[config.mk]
export PLATFORM = sky130hd
export DESIGN_NAME = cdr_ctrl
export DESIGN_NICKNAME = d
export VERILOG_FILES = /design/src/sv/cdr_pkg.sv /design/src/sv/cdr_ctrl.sv
export SDC_FILE = /design/constraint.sdc
export NUM_CORES = 1
export LEC_CHECK = 0
export ABC_CLOCK_PERIOD_IN_PS = 1750
export BUFFER_PORTS_ARGS = -buffer_cell sky130_fd_sc_hd__buf_2
export CAP_MARGIN = 5
export CORE_AREA = 2 2 39 41
export DETAILED_ROUTE_END_ITERATION = 10
export DIE_AREA = 0 0 41 43
export HOLD_SLACK_MARGIN = 0.03
export MAX_ROUTING_LAYER = met4
export PLACE_DENSITY = 0.39
export SLEW_MARGIN = 20
export SYNTH_ARGS = -nofsm -noshare
export SYNTH_HDL_FRONTEND = slang
export SYNTH_SLANG_ARGS = --single-unit
[constraint.sdc]
create_clock -name i_clk -period 1.75 [get_ports i_clk]
set_input_delay 0.35 -clock i_clk [delete_from_list [all_inputs] [get_ports i_clk]]
set_output_delay 0.35 -clock i_clk [all_outputs]
set_load 0.1 [all_outputs]
[src/sv/cdr_pkg.sv]
package cdr_pkg;

    localparam int BUFFER_BYTES_DEF = 512;
    localparam int ANSWER_BYTES     = 16;
    localparam int HEADER_BYTES     = 12;

    // answer record constants
    localparam logic [15:0] ANS_NAME_PTR = 16'hC00C;
    localparam logic [15:0] ANS_TYPE_A   = 16'h0001;
    localparam logic [15:0] ANS_CLASS_IN = 16'h0001;
    localparam logic [31:0] ANS_TTL      = 32'd60;
    localparam logic [15:0] ANS_RDLEN    = 16'd4;

    localparam logic OP_REQUEST = 1'b0;
    localparam logic OP_PULL    = 1'b1;

    typedef enum logic [1:0] {
        KIND_VERDICT = 2'd0,
        KIND_BYTE    = 2'd1,
        KIND_EMPTY   = 2'd2
    } t_kind;

    localparam logic [2:0] VERDICT_ANSWERED  = 3'd0;
    localparam logic [2:0] VERDICT_SHORT     = 3'd1;
    localparam logic [2:0] VERDICT_COUNTS    = 3'd2;
    localparam logic [2:0] VERDICT_NOT_QUERY = 3'd3;
    localparam logic [2:0] VERDICT_TOO_LONG  = 3'd4;

    typedef struct packed {
        logic write_byte;  // store one request byte
        logic pull_read;   // read the store at the read pointer
        logic decide;      // judge the request, emit the verdict
        logic emit_empty;  // emit a nothing-pending result
        logic emit_byte;   // emit one response byte
    } t_cmd;

    typedef struct packed {
        logic pending;     // a response waits to be read out
    } t_status;

    // fixed part of the answer record, before the address
    function automatic logic [7:0] tail_byte(input logic [3:0] k);
        logic [7:0] b;
        b = 8'h00;
        case (k)
            4'd0:    b = ANS_NAME_PTR[15:8];
            4'd1:    b = ANS_NAME_PTR[7:0];
            4'd2:    b = ANS_TYPE_A[15:8];
            4'd3:    b = ANS_TYPE_A[7:0];
            4'd4:    b = ANS_CLASS_IN[15:8];
            4'd5:    b = ANS_CLASS_IN[7:0];
            4'd6:    b = ANS_TTL[31:24];
            4'd7:    b = ANS_TTL[23:16];
            4'd8:    b = ANS_TTL[15:8];
            4'd9:    b = ANS_TTL[7:0];
            4'd10:   b = ANS_RDLEN[15:8];
            4'd11:   b = ANS_RDLEN[7:0];
            default: b = 8'h00;
        endcase
        return b;
    endfunction

endpackage

[src/sv/cdr_ctrl.sv]
module cdr_ctrl (
    input  logic             i_clk,
    input  logic             i_rst_n,
    input  logic             i_start,
    input  logic             i_op,
    input  logic             i_end_of_packet,
    input  cdr_pkg::t_status i_status,
    output cdr_pkg::t_cmd    o_cmd,
    output logic             o_busy
);
    import cdr_pkg::*;

    typedef enum logic [1:0] {
        S_IDLE,
        S_DECIDE,
        S_READ
    } t_state;

    t_state r_state, n_state;
    logic   r_busy, n_busy;
    logic   accept;

    assign accept = i_start && !r_busy;
    assign o_busy = r_busy;

    always_comb begin
        n_state = r_state;
        o_cmd   = '0;
        unique case (r_state)
            S_IDLE: begin
                if (accept) begin
                    if (i_op == OP_REQUEST) begin
                        o_cmd.write_byte = 1'b1;
                        if (i_end_of_packet) begin
                            n_state = S_DECIDE;
                        end
                    end else if (i_status.pending) begin
                        o_cmd.pull_read = 1'b1;
                        n_state         = S_READ;
                    end else begin
                        o_cmd.emit_empty = 1'b1;
                    end
                end
            end
            S_DECIDE: begin
                o_cmd.decide = 1'b1;
                n_state      = S_IDLE;
            end
            S_READ: begin
                o_cmd.emit_byte = 1'b1;
                n_state         = S_IDLE;
            end
            default: n_state = S_IDLE;
        endcase
        n_busy = (n_state != S_IDLE);
    end

    always_ff @(posedge i_clk) begin
        if (!i_rst_n) begin
            r_state <= S_IDLE;
            r_busy  <= 1'b0;
        end else begin
            r_state <= n_state;
            r_busy  <= n_busy;
        end
    end

endmodule

* Word level (Yosys, flattened, before mapping)
Index checks and enable logic that the tools add are counted.
W data, S select, Z words.
** Storage, ports and cells
- Logic and storage cells :: 24
- Flip-flop bits (word level) :: 3
- Bits of input ports :: 6
** Cells by class
- Muxes and demuxes :: 16
- Equal/unequal tests :: 2
- Reduce and logical (&&, ||, !) cells :: 4
** Operator list (number)
- $mux W2 :: 7
- $mux W1 :: 9
- $eq A2 B1 Y1 const B :: 1
- $eq A2 B2 Y1 const B :: 1
- $logic_not A2 Y1 :: 1
- $reduce_bool A2 Y1 :: 1
- $logic_and A1 B1 Y1 :: 1
- $logic_not A1 Y1 :: 1

* Logic depth before layout (Yosys ltp)
- Word-level depth :: 5
- Gate-level depth with buffers :: 3
- Gate-level depth less buffers :: 2

* Least setup slack after synthesis
Ideal clock, no wire load.
- Path kind :: reg-to-output
- Start :: register r_busy (netlist: o_busy)
- End :: output port o_cmd[3] (netlist bit)
- Data arrival time :: 2687 ps
- Cell stages (with the launch flop) :: 4
- Path buffers :: 1
- Slack :: -1287 ps
- Data required time :: 1400 ps
- Cell sequence :: dfxtp_1 -> or4b_1 -> buf_2 -> nor2_1
** RTL lines
- from (decl) :: RTL line cdr_ctrl.sv:20 : logic r_busy, n_busy;
- from (signal assigned) :: RTL line cdr_ctrl.sv:64 : r_busy <= n_busy;
- to (decl) :: RTL line cdr_ctrl.sv:8 : output cdr_pkg::t_cmd o_cmd,

==> run summary <==
===========================================================================================
Run status ................................................................... complete, but fails checks
Failing checks ............................................................... negative setup slack
CP Data Arrival Time .........................................................      1.56 ns
Largest net degree at the start of global routing ............................            6
Port bufs ....................................................................           11
Worst Path Class, Setup ......................................................      reg2out
Met1 wire length .............................................................       180 µm
Final hold violation count ...................................................            0
Number of design-rule violations left by the first detailed-router iteration .            0
Fmax .........................................................................    0.523 GHz
Total global routing track utilization .......................................       0.0657
Cell count after synthesis ...................................................           16
Pre-CTS setup slack ..........................................................   -0.0797 ns
Max Fanout on Critical Path ..................................................            5
Final worst-path cycle share .................................................         1.09
Avg Synthesized Cell Area ....................................................     9.70 µm²
RSZ-0062 raised after global routing .........................................          yes
Width of the die .............................................................        41 µm
Crit path max-delay cell type ................................................ sky130_fd_sc_hd__or4b_4
Leakage ......................................................................     0.162 nW
Number of distinct library cells after synthesis .............................           12
Worst hold-check path type ...................................................       in2reg
Count of antenna diodes in the layout ........................................            0
Detail Route Antenna Nets ....................................................            0
Total power draw .............................................................     0.288 mW
Residual overflow from global routing ........................................            0
Net count of the finished layout .............................................           41
Fill cells ...................................................................          154
Ordered cell list for the critical path ...................................... or4b_4 > buf_4 > nor2_4 > buf_12
Worst-case vdd ir drop .......................................................       197 µV
Row cnt ......................................................................           14
Endpoint class of the critical path ..........................................   output pin
Clock edge transition at the registers on the reported setup and hold paths ..      0.03 ns
Initial core utilization .....................................................        0.112
Register bit total from synthesis ............................................            3
YS warnings ..................................................................            0
Routability cong. ............................................................        0.633
Area inside the core boundary ................................................     1380 µm²
Required time worst endpoint .................................................      1.40 ns
Number of vias in the routed layout ..........................................          173
Post-synth net total .........................................................           22
Max Slew Vio Count ...........................................................            0
Cts bufs inserted ............................................................            3
Final worst setup slack ......................................................    -0.162 ns
Average wire per cell in the routed design ...................................      8.06 µm
Total buffers and inverters traversed by the critical path ...................            2
Area of combinational cells with multiple inputs .............................      109 µm²
H-tree level count ...........................................................            1
Via count of the first global-routing pass ...................................          175
Slowest cell delay on critical path ..........................................      0.59 ns
Critical path launch point type ..............................................         flop
Post-Syn Area ................................................................      155 µm²
Die span in y ................................................................        43 µm
Final setup skew .............................................................   0.00205 ns
Max_slew headroom ............................................................        0.678
Post-DR vias/cell ............................................................         3.46
Initial DRT Pass Iterations ..................................................            1
CTS tree .....................................................................         done
Clock Tree Buf Depth .........................................................            2
Count of unresolved DRC violations after routing .............................            0
Count of maximum capacitance violations ......................................            0
DIE AREA .....................................................................     1760 µm²
Share of the synthesized area in the top cell type ...........................        0.387
Yosys top cell by area ....................................................... sky130_fd_sc_hd__dfxtp_1
Initial antenna violation count ..............................................            0
Root buffer cell ............................................................. sky130_fd_sc_hd__clkbuf_4
Register-to-register path setup slack ........................................      0.47 ns
Area growth from synthesis to layout .........................................         128%
Final number of setup-violating endpoints ....................................            3
Share of final-layout standard cells stronger than drive strength 1 ..........        0.824
Overall routed net length ....................................................       403 µm
Latest clock arrival within the worst-skew pair ..............................      0.23 ns
Area of all sequential standard cells ........................................     65.1 µm²
Sequential element share of the synthesized area .............................        0.387
Leading cell types by total area after synthesis ............................. sky130_fd_sc_hd__dfxtp_1 (39%), sky130_fd_sc_hd__nor3_2 (13%), sky130_fd_sc_hd__a211oi_2 (8.1%)
Detailed Place HPWL ..........................................................       339 µm
# clock sinks ................................................................            3
Io pins ......................................................................           12
Final critical path time including I/O delays and setup ......................      1.91 ns
Power Dens Cells .............................................................   814 nW/µm²
Met2 WL ......................................................................       188 µm
First-pass GRT wire length ...................................................       683 µm
Transition time at the pin with the least slew margin ........................     0.486 ns
Top Layer Used ...............................................................         met3
Detailed route wirelength on metal3 ..........................................        33 µm
Top cell family by delay on the critical path ................................ simple AND/OR/NAND/NOR gates
===========================================================================================
[worst paths after layout]
kind                                       from         end  cells past startpoint
worst min register to register       r_state[0]      o_busy                      3
worst max register to register       r_state[0]  r_state[1]                      3
worst min-delay path            i_end_of_packet  r_state[0]                      3
worst max-delay path                 r_state[0]    o_cmd[4]                      4
[layer usage]
| metal | GRT usage | vias up |
|---|---|---|
| met5 | - | - |
| met4 | 0.0800 | 0 |
| met3 | 0.0366 | 0 |
| met2 | 0.0781 | 13 |
| met1 | 0.0639 | 72 |
| li1 | - | 88 |
[timing repair]
action / 4_1_cts / 5_1_grt
setup buffers: 0 / 1
hold buffers: 0 / 0
endpoints found under the hold margin: 0 / 0
endpoints found under the setup margin: 3 / 3
resized for setup: 1 / 2
[per-stage QoR]
stage	std cells	utilization	hold WS [ns]	setup TNS [ns]	area [µm²]
2_1_floorplan	16	-	0.536	-1.48	179
3_5_place_dp	45	0.224	0.662	-0.102	310
3_3_place_gp	45	0.224	0.649	-0.0979	310
5_1_grt	50	0.256	0.414	-0.603	354
6_report	50	0.256	0.420	-0.414	354
4_1_cts	49	0.246	0.418	-0.368	340
[tightest hold or removal path, stage by stage]
cell                       delay [ns]
sky130_fd_sc_hd__buf_2           0.09
sky130_fd_sc_hd__nand2b_1        0.12
sky130_fd_sc_hd__nor3_2          0.05
[cell type report]
class | instances | share of cell area
multi-input combinational | 11 | 0.307
tap | 16 | 0.0565
sequential | 3 | 0.184
timing repair buffer | 15 | 0.367
inverter | 1 | 0.0106
clock buffer | 4 | 0.0742
[where the power goes]
group	switching, mW	internal [mW]
Sequential	0.00119	0.0705
Combinational	0.0644	0.0357
Clock	0.0312	0.0851
[cell usage after synthesis, drive strengths merged]
master  n
dfxtp   3
nor2    2
nor3    2
a211oi  1
and2b   1
buf     1
inv     1
nand2   1
nand2b  1
nor2b   1
nor3b   1
or4b    1
[sequential cells by signal, indices dropped and copies added, names as in the netlist]
register,count
r_state,2
o_busy,1
[cells in the final DEF (no fill, tap or decap)]
cell type and instances:
sky130_fd_sc_hd__or4b_4 1, sky130_fd_sc_hd__dfxtp_4 1, sky130_fd_sc_hd__dfxtp_2 1, sky130_fd_sc_hd__clkbuf_1 1
sky130_fd_sc_hd__buf_4 4, sky130_fd_sc_hd__a211oi_2 1, sky130_fd_sc_hd__nor2_4 1, sky130_fd_sc_hd__nand2_1 1
sky130_fd_sc_hd__nor3b_4 1, sky130_fd_sc_hd__buf_2 8, sky130_fd_sc_hd__nor2b_2 1, sky130_fd_sc_hd__and2b_1 1
sky130_fd_sc_hd__inv_1 1, sky130_fd_sc_hd__nor3_2 2, sky130_fd_sc_hd__clkbuf_4 3, sky130_fd_sc_hd__nor2_2 1
sky130_fd_sc_hd__dfxtp_1 1, sky130_fd_sc_hd__buf_12 3, sky130_fd_sc_hd__nand2b_1 1
[kinds of logic after synthesis]
kind of cell	count (synthesis)	share of synthesized area
AND/OR/NAND/NOR	10	0.476
flip-flops	3	0.387
buffers and inverters	2	0.0564
AO/OA/AOI/OAI	1	0.0806
No activity file was read; power rests on OpenSTA's default activity.
