===== config.mk =====
export PLATFORM = sky130hd
export DESIGN_NAME = cdr_datapath
export DESIGN_NICKNAME = d
export VERILOG_FILES = /design/src/sv/cdr_pkg.sv /design/src/sv/cdr_datapath.sv
export SDC_FILE = /design/constraint.sdc
export NUM_CORES = 2
export LEC_CHECK = 0
export BUFFER_PORTS_ARGS = -buffer_cell sky130_fd_sc_hd__buf_2
export CAP_MARGIN = 20
export CORE_MARGIN = 4
export CORE_UTILIZATION = 40
export CTS_CLUSTER_SIZE = 8
export DETAILED_ROUTE_END_ITERATION = 8
export PLACE_DENSITY = 0.61
export SLEW_MARGIN = 20
export SYNTH_ARGS = -nofsm -noshare
export SYNTH_HDL_FRONTEND = slang
export SYNTH_MEMORY_MAX_BITS = 65536
export SYNTH_SLANG_ARGS = --single-unit
export TNS_END_PERCENT = 5

===== constraint.sdc =====
create_clock -name i_clk -period 3.9 [get_ports i_clk]
set_input_delay 0.195 -clock i_clk [delete_from_list [all_inputs] [get_ports i_clk]]
set_output_delay 0.195 -clock i_clk [all_outputs]
set_load 0.005 [all_outputs]

===== src/sv/cdr_pkg.sv =====
package cdr_pkg;

    localparam int BUFFER_BYTES_DEF = 512;
    localparam int ANSWER_BYTES     = 16;
    localparam int HEADER_BYTES     = 12;

    // answer record constants
    localparam logic [15:0] ANS_NAME_PTR = 16'hC00C;
    localparam logic [15:0] ANS_TYPE_A   = 16'h0001;
    localparam logic [15:0] ANS_CLASS_IN = 16'h0001;
    localparam logic [31:0] ANS_TTL      = 32'd60;
    localparam logic [15:0] ANS_RDLEN    = 16'd4;

    localparam logic OP_REQUEST = 1'b0;
    localparam logic OP_PULL    = 1'b1;

    typedef enum logic [1:0] {
        KIND_VERDICT = 2'd0,
        KIND_BYTE    = 2'd1,
        KIND_EMPTY   = 2'd2
    } t_kind;

    localparam logic [2:0] VERDICT_ANSWERED  = 3'd0;
    localparam logic [2:0] VERDICT_SHORT     = 3'd1;
    localparam logic [2:0] VERDICT_COUNTS    = 3'd2;
    localparam logic [2:0] VERDICT_NOT_QUERY = 3'd3;
    localparam logic [2:0] VERDICT_TOO_LONG  = 3'd4;

    typedef struct packed {
        logic write_byte;  // store one request byte
        logic pull_read;   // read the store at the read pointer
        logic decide;      // judge the request, emit the verdict
        logic emit_empty;  // emit a nothing-pending result
        logic emit_byte;   // emit one response byte
    } t_cmd;

    typedef struct packed {
        logic pending;     // a response waits to be read out
    } t_status;

    // fixed part of the answer record, before the address
    function automatic logic [7:0] tail_byte(input logic [3:0] k);
        logic [7:0] b;
        b = 8'h00;
        case (k)
            4'd0:    b = ANS_NAME_PTR[15:8];
            4'd1:    b = ANS_NAME_PTR[7:0];
            4'd2:    b = ANS_TYPE_A[15:8];
            4'd3:    b = ANS_TYPE_A[7:0];
            4'd4:    b = ANS_CLASS_IN[15:8];
            4'd5:    b = ANS_CLASS_IN[7:0];
            4'd6:    b = ANS_TTL[31:24];
            4'd7:    b = ANS_TTL[23:16];
            4'd8:    b = ANS_TTL[15:8];
            4'd9:    b = ANS_TTL[7:0];
            4'd10:   b = ANS_RDLEN[15:8];
            4'd11:   b = ANS_RDLEN[7:0];
            default: b = 8'h00;
        endcase
        return b;
    endfunction

endpackage


===== src/sv/cdr_datapath.sv =====
module cdr_datapath #(
    parameter int BUFFER_BYTES = cdr_pkg::BUFFER_BYTES_DEF
) (
    input  logic             i_clk,
    input  logic             i_rst_n,
    input  cdr_pkg::t_cmd    i_cmd,
    output cdr_pkg::t_status o_status,
    input  logic [7:0]       i_data_byte,
    input  logic             i_cfg_we,
    input  logic [31:0]      i_cfg_wdata,
    output logic             o_strobe,
    output cdr_pkg::t_kind   o_kind,
    output logic [7:0]       o_out_byte,
    output logic             o_final_byte,
    output logic [2:0]       o_verdict,
    output logic [9:0]       o_response_length
);
    import cdr_pkg::*;

    localparam int AW = $clog2(BUFFER_BYTES);
    localparam int CW = $clog2(BUFFER_BYTES + 1);

    logic [7:0]    mem [BUFFER_BYTES];
    logic [7:0]    r_rd_data;
    logic [CW-1:0] r_count;
    logic [CW-1:0] r_rptr;
    logic [CW-1:0] r_reply_len;
    logic [31:0]   r_local_address;
    logic [7:0]    r_flags;
    logic [7:0]    r_counts [8];
    logic [7:0]    r_label;

    logic          r_strobe;
    t_kind         r_kind;
    logic [7:0]    r_out_byte;
    logic          r_final;
    logic [2:0]    r_verdict;
    logic [9:0]    r_resp_len;

    // verdict logic
    logic [15:0]   qd, an, ns, ar;
    logic [CW:0]   total_len;
    logic [2:0]    verdict;
    logic [CW+9:0] resp_len_ext;

    // readout logic
    logic [CW-1:0] req_len;
    logic [CW-1:0] tail_idx;
    logic [1:0]    addr_sel;
    logic [7:0]    resp_byte;
    logic          final_byte;

    assign o_status.pending = (r_reply_len != '0);

    always_comb begin
        qd        = {r_counts[0], r_counts[1]};
        an        = {r_counts[2], r_counts[3]};
        ns        = {r_counts[4], r_counts[5]};
        ar        = {r_counts[6], r_counts[7]};
        total_len = {1'b0, r_count} + (CW+1)'(ANSWER_BYTES);
        if (r_count < CW'(HEADER_BYTES)) begin
            verdict = VERDICT_SHORT;
        end else if (qd != 16'd1 || an != '0 || ns != '0 || ar != '0) begin
            verdict = VERDICT_COUNTS;
        end else if (r_count < CW'(HEADER_BYTES + 1) || r_label == 8'h00) begin
            verdict = VERDICT_SHORT;
        end else if ((r_flags & 8'hF8) != 8'h00) begin
            verdict = VERDICT_NOT_QUERY;
        end else if (total_len > (CW+1)'(BUFFER_BYTES)) begin
            verdict = VERDICT_TOO_LONG;
        end else begin
            verdict = VERDICT_ANSWERED;
        end
        resp_len_ext = {9'b0, total_len};
    end

    always_comb begin
        req_len    = r_reply_len - CW'(ANSWER_BYTES);
        tail_idx   = r_rptr - req_len;
        addr_sel   = 2'd3 - tail_idx[1:0];
        final_byte = ({1'b0, r_rptr} + (CW+1)'(1)) >= {1'b0, r_reply_len};
        if (r_rptr < req_len) begin
            resp_byte = r_rd_data;
            if (r_rptr == CW'(2) || r_rptr == CW'(3)) begin
                resp_byte = r_rd_data | 8'h80;
            end else if (r_rptr == CW'(6)) begin
                resp_byte = 8'h00;
            end else if (r_rptr == CW'(7)) begin
                resp_byte = 8'h01;
            end
        end else if (tail_idx < CW'(HEADER_BYTES)) begin
            resp_byte = tail_byte(tail_idx[3:0]);
        end else begin
            resp_byte = r_local_address[addr_sel*8 +: 8];
        end
    end

    // packet store and header capture
    always_ff @(posedge i_clk) begin
        if (i_cmd.write_byte && r_count < CW'(BUFFER_BYTES)) begin
            mem[r_count[AW-1:0]] <= i_data_byte;
            if (r_count == CW'(2)) begin
                r_flags <= i_data_byte;
            end
            if (r_count == CW'(HEADER_BYTES)) begin
                r_label <= i_data_byte;
            end
            for (int j = 0; j < 8; j++) begin
                if (r_count == CW'(j + 4)) begin
                    r_counts[j] <= i_data_byte;
                end
            end
        end
        if (i_cmd.pull_read) begin
            r_rd_data <= mem[r_rptr[AW-1:0]];
        end
    end

    // control registers
    always_ff @(posedge i_clk) begin
        if (!i_rst_n) begin
            r_count         <= '0;
            r_rptr          <= '0;
            r_reply_len     <= '0;
            r_local_address <= '0;
            r_strobe        <= 1'b0;
        end else begin
            r_strobe <= i_cmd.decide || i_cmd.emit_empty || i_cmd.emit_byte;
            if (i_cfg_we) begin
                r_local_address <= i_cfg_wdata;
            end
            if (i_cmd.write_byte) begin
                r_reply_len <= '0;
                r_rptr      <= '0;
                if (r_count < CW'(BUFFER_BYTES)) begin
                    r_count <= r_count + CW'(1);
                end
            end
            if (i_cmd.decide) begin
                r_count <= '0;
                if (verdict == VERDICT_ANSWERED) begin
                    r_reply_len <= total_len[CW-1:0];
                end
            end
            if (i_cmd.emit_byte) begin
                if (final_byte) begin
                    r_reply_len <= '0;
                    r_rptr      <= '0;
                end else begin
                    r_rptr <= r_rptr + CW'(1);
                end
            end
        end
    end

    // result payload
    always_ff @(posedge i_clk) begin
        if (i_cmd.decide) begin
            r_kind     <= KIND_VERDICT;
            r_out_byte <= 8'h00;
            r_final    <= 1'b0;
            r_verdict  <= verdict;
            r_resp_len <= (verdict == VERDICT_ANSWERED) ? resp_len_ext[9:0] : 10'd0;
        end else if (i_cmd.emit_empty) begin
            r_kind     <= KIND_EMPTY;
            r_out_byte <= 8'h00;
            r_final    <= 1'b0;
            r_verdict  <= VERDICT_ANSWERED;
            r_resp_len <= 10'd0;
        end else if (i_cmd.emit_byte) begin
            r_kind     <= KIND_BYTE;
            r_out_byte <= resp_byte;
            r_final    <= final_byte;
            r_verdict  <= VERDICT_ANSWERED;
            r_resp_len <= 10'd0;
        end
    end

    assign o_strobe          = r_strobe;
    assign o_kind            = r_kind;
    assign o_out_byte        = r_out_byte;
    assign o_final_byte      = r_final;
    assign o_verdict         = r_verdict;
    assign o_response_length = r_resp_len;

endmodule


; Word-level counts from Yosys, hierarchy flattened
; Memories as Yosys holds them, arrays and structs flattened. A register that Yosys moved wholly into a read port is not among the register bits.
; Index checks and enable logic that the tools add are counted.
; Widths: inputs -> output; s select.
[totals]
reg_bits = 103
ram_bits = 4160
rom_bits = 112
input_bits = 48
out_inout_bits = 26
word_cells = 151
mem_count = 3
[memory_table]
columns = name, words, word_bits, rd, rd_ports_with_merged_regs, wr, line_no
row1 = mem, 512, 8, 1, 1, 1, cdr_datapath.sv:23  ; logic [7:0] mem [BUFFER_BYTES];
row2 = (no name shown), 16, 7, 1, 0, 0, cdr_pkg.sv:45  ; case (k)
row3 = r_counts, 8, 8, 8, 0, 1, cdr_datapath.sv:30  ; logic [7:0] r_counts [8];
[op_classes]
n_addsub = 7
n_lt_le_gt_ge = 7
n_eq_ne = 15
shifts = 1
n_mux = 74
bitwise = 1
reduce_logical = 30
[op_table]
columns = cell, n
row1 = $mux 10, 12
row2 = $mux 8, 12
row3 = $eq 10x3->1 const B, 6
row4 = $reduce_or 8->1, 7
row5 = $eq 10x4->1 const B, 5
row6 = $reduce_bool 16->1, 3
row7 = $mux 3, 15
row8 = $mux 1, 33
row9 = $shiftx 32x6->8, 1
row10 = $eq 10x2->1 const B, 3
row11 = $lt 10x4->1 const B, 3
row12 = $add 10x1->10 const B, 2
row13 = $ne 16x1->1 const B, 1
row14 = $add 10x1->11 const B, 1
row15 = $add 10x5->11 const B, 1
row16 = $ge 11x10->1, 1
row17 = $gt 11x10->1 const B, 1
row18 = $lt 10x10->1, 1
row19 = $lt 10x10->1 const B, 1
row20 = $reduce_bool 10->1, 1
row21 = $sub 10x10->10, 1
row22 = $sub 10x5->10 const B, 1
row23 = $logic_not 8->1, 1
row24 = $reduce_bool 8->1, 1
row25 = other kinds (10), 21

; Longest topological paths before layout
[depth]
depth_word = 12
mapped_depth = 17
depth_no_buf = 13

; Worst setup path before layout
; Ideal clock, no wire load.
[synth_timing]
path_type = register to register
startpoint = register r_rptr[2]
endpoint = register r_reply_len[8]
setup_time_ps = 57
t_arrival_ps = 3848
t_required_ps = 3843
slack_ps = -5
stages_incl_launch_ff = 15
n_path_buf = 5
synth_period_minus_slack_ps = 3905
cell_sequence = dfxtp_1 buf_2 buf_1 buf_2 buf_2 buf_1 xor2_1 ha_1 o21a_1 o21a_1 o2111ai_1 a21boi_0 o31ai_1 a22oi_1 o21ba_2
[synth_between]
elab_chain_cells = 4
[synth_rtl]
columns = item, line_no
row1 = from (decl), cdr_datapath.sv:26  ; logic [CW-1:0] r_rptr;
row2 = from (signal assigned), cdr_datapath.sv:150  ; r_rptr <= r_rptr + CW'(1);
row3 = $add 10x1->11, cdr_datapath.sv:81  ; final_byte = ({1'b0, r_rptr} + (CW+1)'(1)) >= {1'b0, r_reply_len};
row4 = $ge 11x10->1, cdr_datapath.sv:81
row5 = $mux 10, cdr_datapath.sv:146  ; if (final_byte) begin
row6 = $mux 10, cdr_datapath.sv:145  ; if (i_cmd.emit_byte) begin
row7 = to (signal assigned), cdr_datapath.sv:142  ; r_reply_len <= total_len[CW-1:0];
row8 = to (decl), cdr_datapath.sv:27  ; logic [CW-1:0] r_reply_len;
; Every way passes these cells.
; A chain may end at the register's enable or synchronous reset.

==> flow_summary_export.csv <==
group,metric,value,unit
outcome,status,"finished, violations left",
outcome,violations,"setup timing",
yosys,async_reset_ff_share,0,%
critical_path,start_kind,"flop",
sta,final.setup.worst_slack,-29.48,ps
cells_and_area,fill_cells,33230,
clock_tree,clk_pin_slew,50,ps
clock_tree,clock_latency,1020,ps
sta,finalCritPeriodShare,100.8,%
yosys,syn-cell-area,165600,sq um
die,die_area,424400,sq um
critical_path,critPathRequiredTime,4740,ps
yosys,synthMuxAreaShare,16.49,%
pwr,power_density,499.1,nW/um^2
cells_and_area,layout_common_cells,"edfxtp_1, mux4_2, buf_4",
grt,grt_max_degree,137,
yosys,synth_top_area_share,76.04,%
place,hpwl,286.9,mm
clock_tree,root_buffer,"clkbuf_16",
sta,whs,142.4,ps
yosys,synth_edf_count,4194,
detailed_routing,post-route-drc-count,0,
sta,max_freq,254.5,MHz
place,place.port_buffers,73,
yosys,ys.flop_type,"edfxtp_1",
critical_path,ff2ff_setup_slack,-30,ps
grt,busiest_layer,"met2",
clock_tree,cts.sinks,4268,
grt,grt_pass1_wl,658.7,mm
clock_tree,numCtsBuffers,604,
pwr,power_leakage,61.36,nW
flow_run,drv_cap,0,
die,core,412800,sq um
pwr,p_total,0.09813,W
yosys,seq_area_frac_synth,76.94,%
critical_path,end_kind,"flop",
yosys,syn_avg_cell_area,21.78,sq um
sta,rsz0062_at_grt,"true",
cells_and_area,final_core_util,47.62,%
yosys,synthAdderAreaFrac,0.2689,%
die,initial_core_util,40.12,%
yosys,syn_inst,7605,
min_path,hold_path.class,"input pin to flop",
grt,antenna_found_initial,24,
detailed_routing,first_pass_iters,6,
clock_tree,clock_path_buffers,4,
detailed_routing,wire_per_inst,32.27,microns
cells_and_area,fin_nets,8876,
yosys,synth-simple-area-share,2.581,%
yosys,synth_nets,7688,
place,place_congestion,0.8694,
cells_and_area,final_common_cell,"edfxtp_1",
die,pin_count,74,
yosys,yosysWarnings,0,
grt,grt_use_total,21.55,%
yosys,synth_compound_area_share,2.155,%
die,die_h,651.5,microns
detailed_routing,routed_via_density,5.938,
critical_path,crit_arrival,4770,ps
sta,setup_violations,1,
critical_path,crit_type,"flop to flop",
clock_tree,cts_tree,"done",
yosys,yosysUniqueCellTypes,78,
place,dp_slack,-698.9,ps
sta,fin_tns_setup,-29.48,ps
detailed_routing,drt-initial-drc-count,11600,
cells_and_area,drive_above_1_share,31.34,%
yosys,synth_top_area_cell,"edfxtp_1",
die,dieWidth,651.5,microns
sta,finClkSkew,45.99,ps
yosys,synthTopCellsByArea,"edfxtp_1, mux4_2, nor2_1",
pwr,irDropWorstVdd,0.4463,mV
grt,use_met3,4.978,%
grt,met1_usage,29.59,%
detailed_routing,vias,85260,
cells_and_area,area.growth.synth_to_final,18.70,%
sta,relSlewSlack,19.18,%
die,rows,236,
sta,slew_viol_final,0,
critical_path,crit_fanout,17,
detailed_routing,routed_wl,463.4,mm
grt,overflow,0,
detailed_routing,drtAntennaViolNets,0,
sta,finalHoldViolCount,0,
sta,period_minus_slack,3929,ps
yosys,ys_seq_elements,4268,
grt,use_met2,33.80,%
sta,tightest_slew,1212,ps
clock_tree,cts_max_level,6,
grt,grt_pass1_vias,87020,
yosys,synthXorXnorAreaFrac,0.1375,%
yosys,synth_top_family_by_area,"multiplexers",
-- cells by family (layout without fill, tap and decap cells) --
kind of cell	Yosys count	count (layout)
DFF	4268	4268
muxes	1303	1303
and+or+nand+nor	985	985
AOI/OAI and AO/OA	501	501
buffers and inverters	487	1756
adders and majority gates	35	35
xor gates and xnor gates	26	26
other	0	10
-- cell usage after synthesis, types with 15 or more instances --
master,instances
nor2_1,599
buf_4,62
edfxtp_1,4194
buf_6,21
dfxtp_1,74
o21ai_0,44
a221oi_1,34
buf_2,97
ha_1,34
a21oi_1,92
nor3_1,39
clkbuf_1,245
o221ai_1,16
inv_1,24
a22oi_1,96
nand4_1,18
buf_1,33
o22ai_1,51
nor2b_1,49
nand2_1,124
mux4_2,1135
a22o_1,37
nand3_1,66
mux2i_1,151
nor4_1,27
xnor2_1,15
-- final cells by class --
cell class / instances / area [sq um] / share of cell area [%]
clock buffers: 638 / 15430 / 7.850
multi-input cells: 2850 / 36220 / 18.42
well taps: 5474 / 6849 / 3.484
clock inverters: 49 / 860.8 / 0.4379
diodes: 10 / 25.02 / 0.01273
repair buffers: 1043 / 9656 / 4.911
flip-flops and latches: 4268 / 127400 / 64.83
inverters: 26 / 107.6 / 0.05473
-- path summary, 6_finish.rpt --
| check | startpoint | cells after the start | endpoint |
|---|---|---|---|
| worst max-delay path | r_rptr[2]$_SDFFE_PN0P_ | 8 | r_rd_data[4]$_DFFE_PP_ |
| worst min-delay path | i_cmd[0] | 3 | o_out_byte[1]$_SDFFE_PP0P_ |
| worst max register to register | r_rptr[2]$_SDFFE_PN0P_ | 8 | r_rd_data[4]$_DFFE_PP_ |
| worst min register to register | o_kind[0]$_SDFFE_PP0P_ | 1 | o_kind[0]$_SDFFE_PP0P_ |
-- layer usage --
metal | part of all wire [%] | routed length [microns]
met5 | 0.054 | 251
met4 | 3.9 | 18220
met3 | 10 | 47170
met2 | 47 | 217900
met1 | 39 | 179900
-- registers in the layout, indices dropped and copies added (netlist names), 10 cells and up --
register,flops
mem,4096
o_response_length,10
r_count,10
r_counts,64
r_local_address,32
r_reply_len,10
r_rptr,10
-- what timing repair did --
action / 4_1_cts / 5_1_grt
endpoints found under the hold margin: 1067 / 0
gates cloned: 1 / 0
buffers inserted: 4 / 2
hold buffers: 145 / 0
resized for setup: 16 / 8
endpoints found under the setup margin: 7 / 7
pin swaps: 0 / 2
-- per-stage QoR --
stage               area (sq um)  std cells
floorplan                 165600       7605
global placement          178600      13510
detailed placement        178600      13510
CTS                       196500      14350
global route              196600      14350
finish                    196600      14360
-- where the power goes --
group          switching (W)  leakage, nW  internal (W)
clock network         0.0185         7.96        0.0278
registers          0.0000349         38.3        0.0505
logic               0.000989         15.1      0.000296
total                 0.0195         61.4        0.0786
-- critical path: stages, from the launching register on --
cell and delay [ps]:
dfxtp_4 630, buf_4 400, nand3b_2 630, o221ai_1 600, a211oi_1 150, a21oi_1 540, a21oi_1 160, a221o_1 430
a31oi_1 200
No activity file was read; power rests on OpenSTA's default activity.
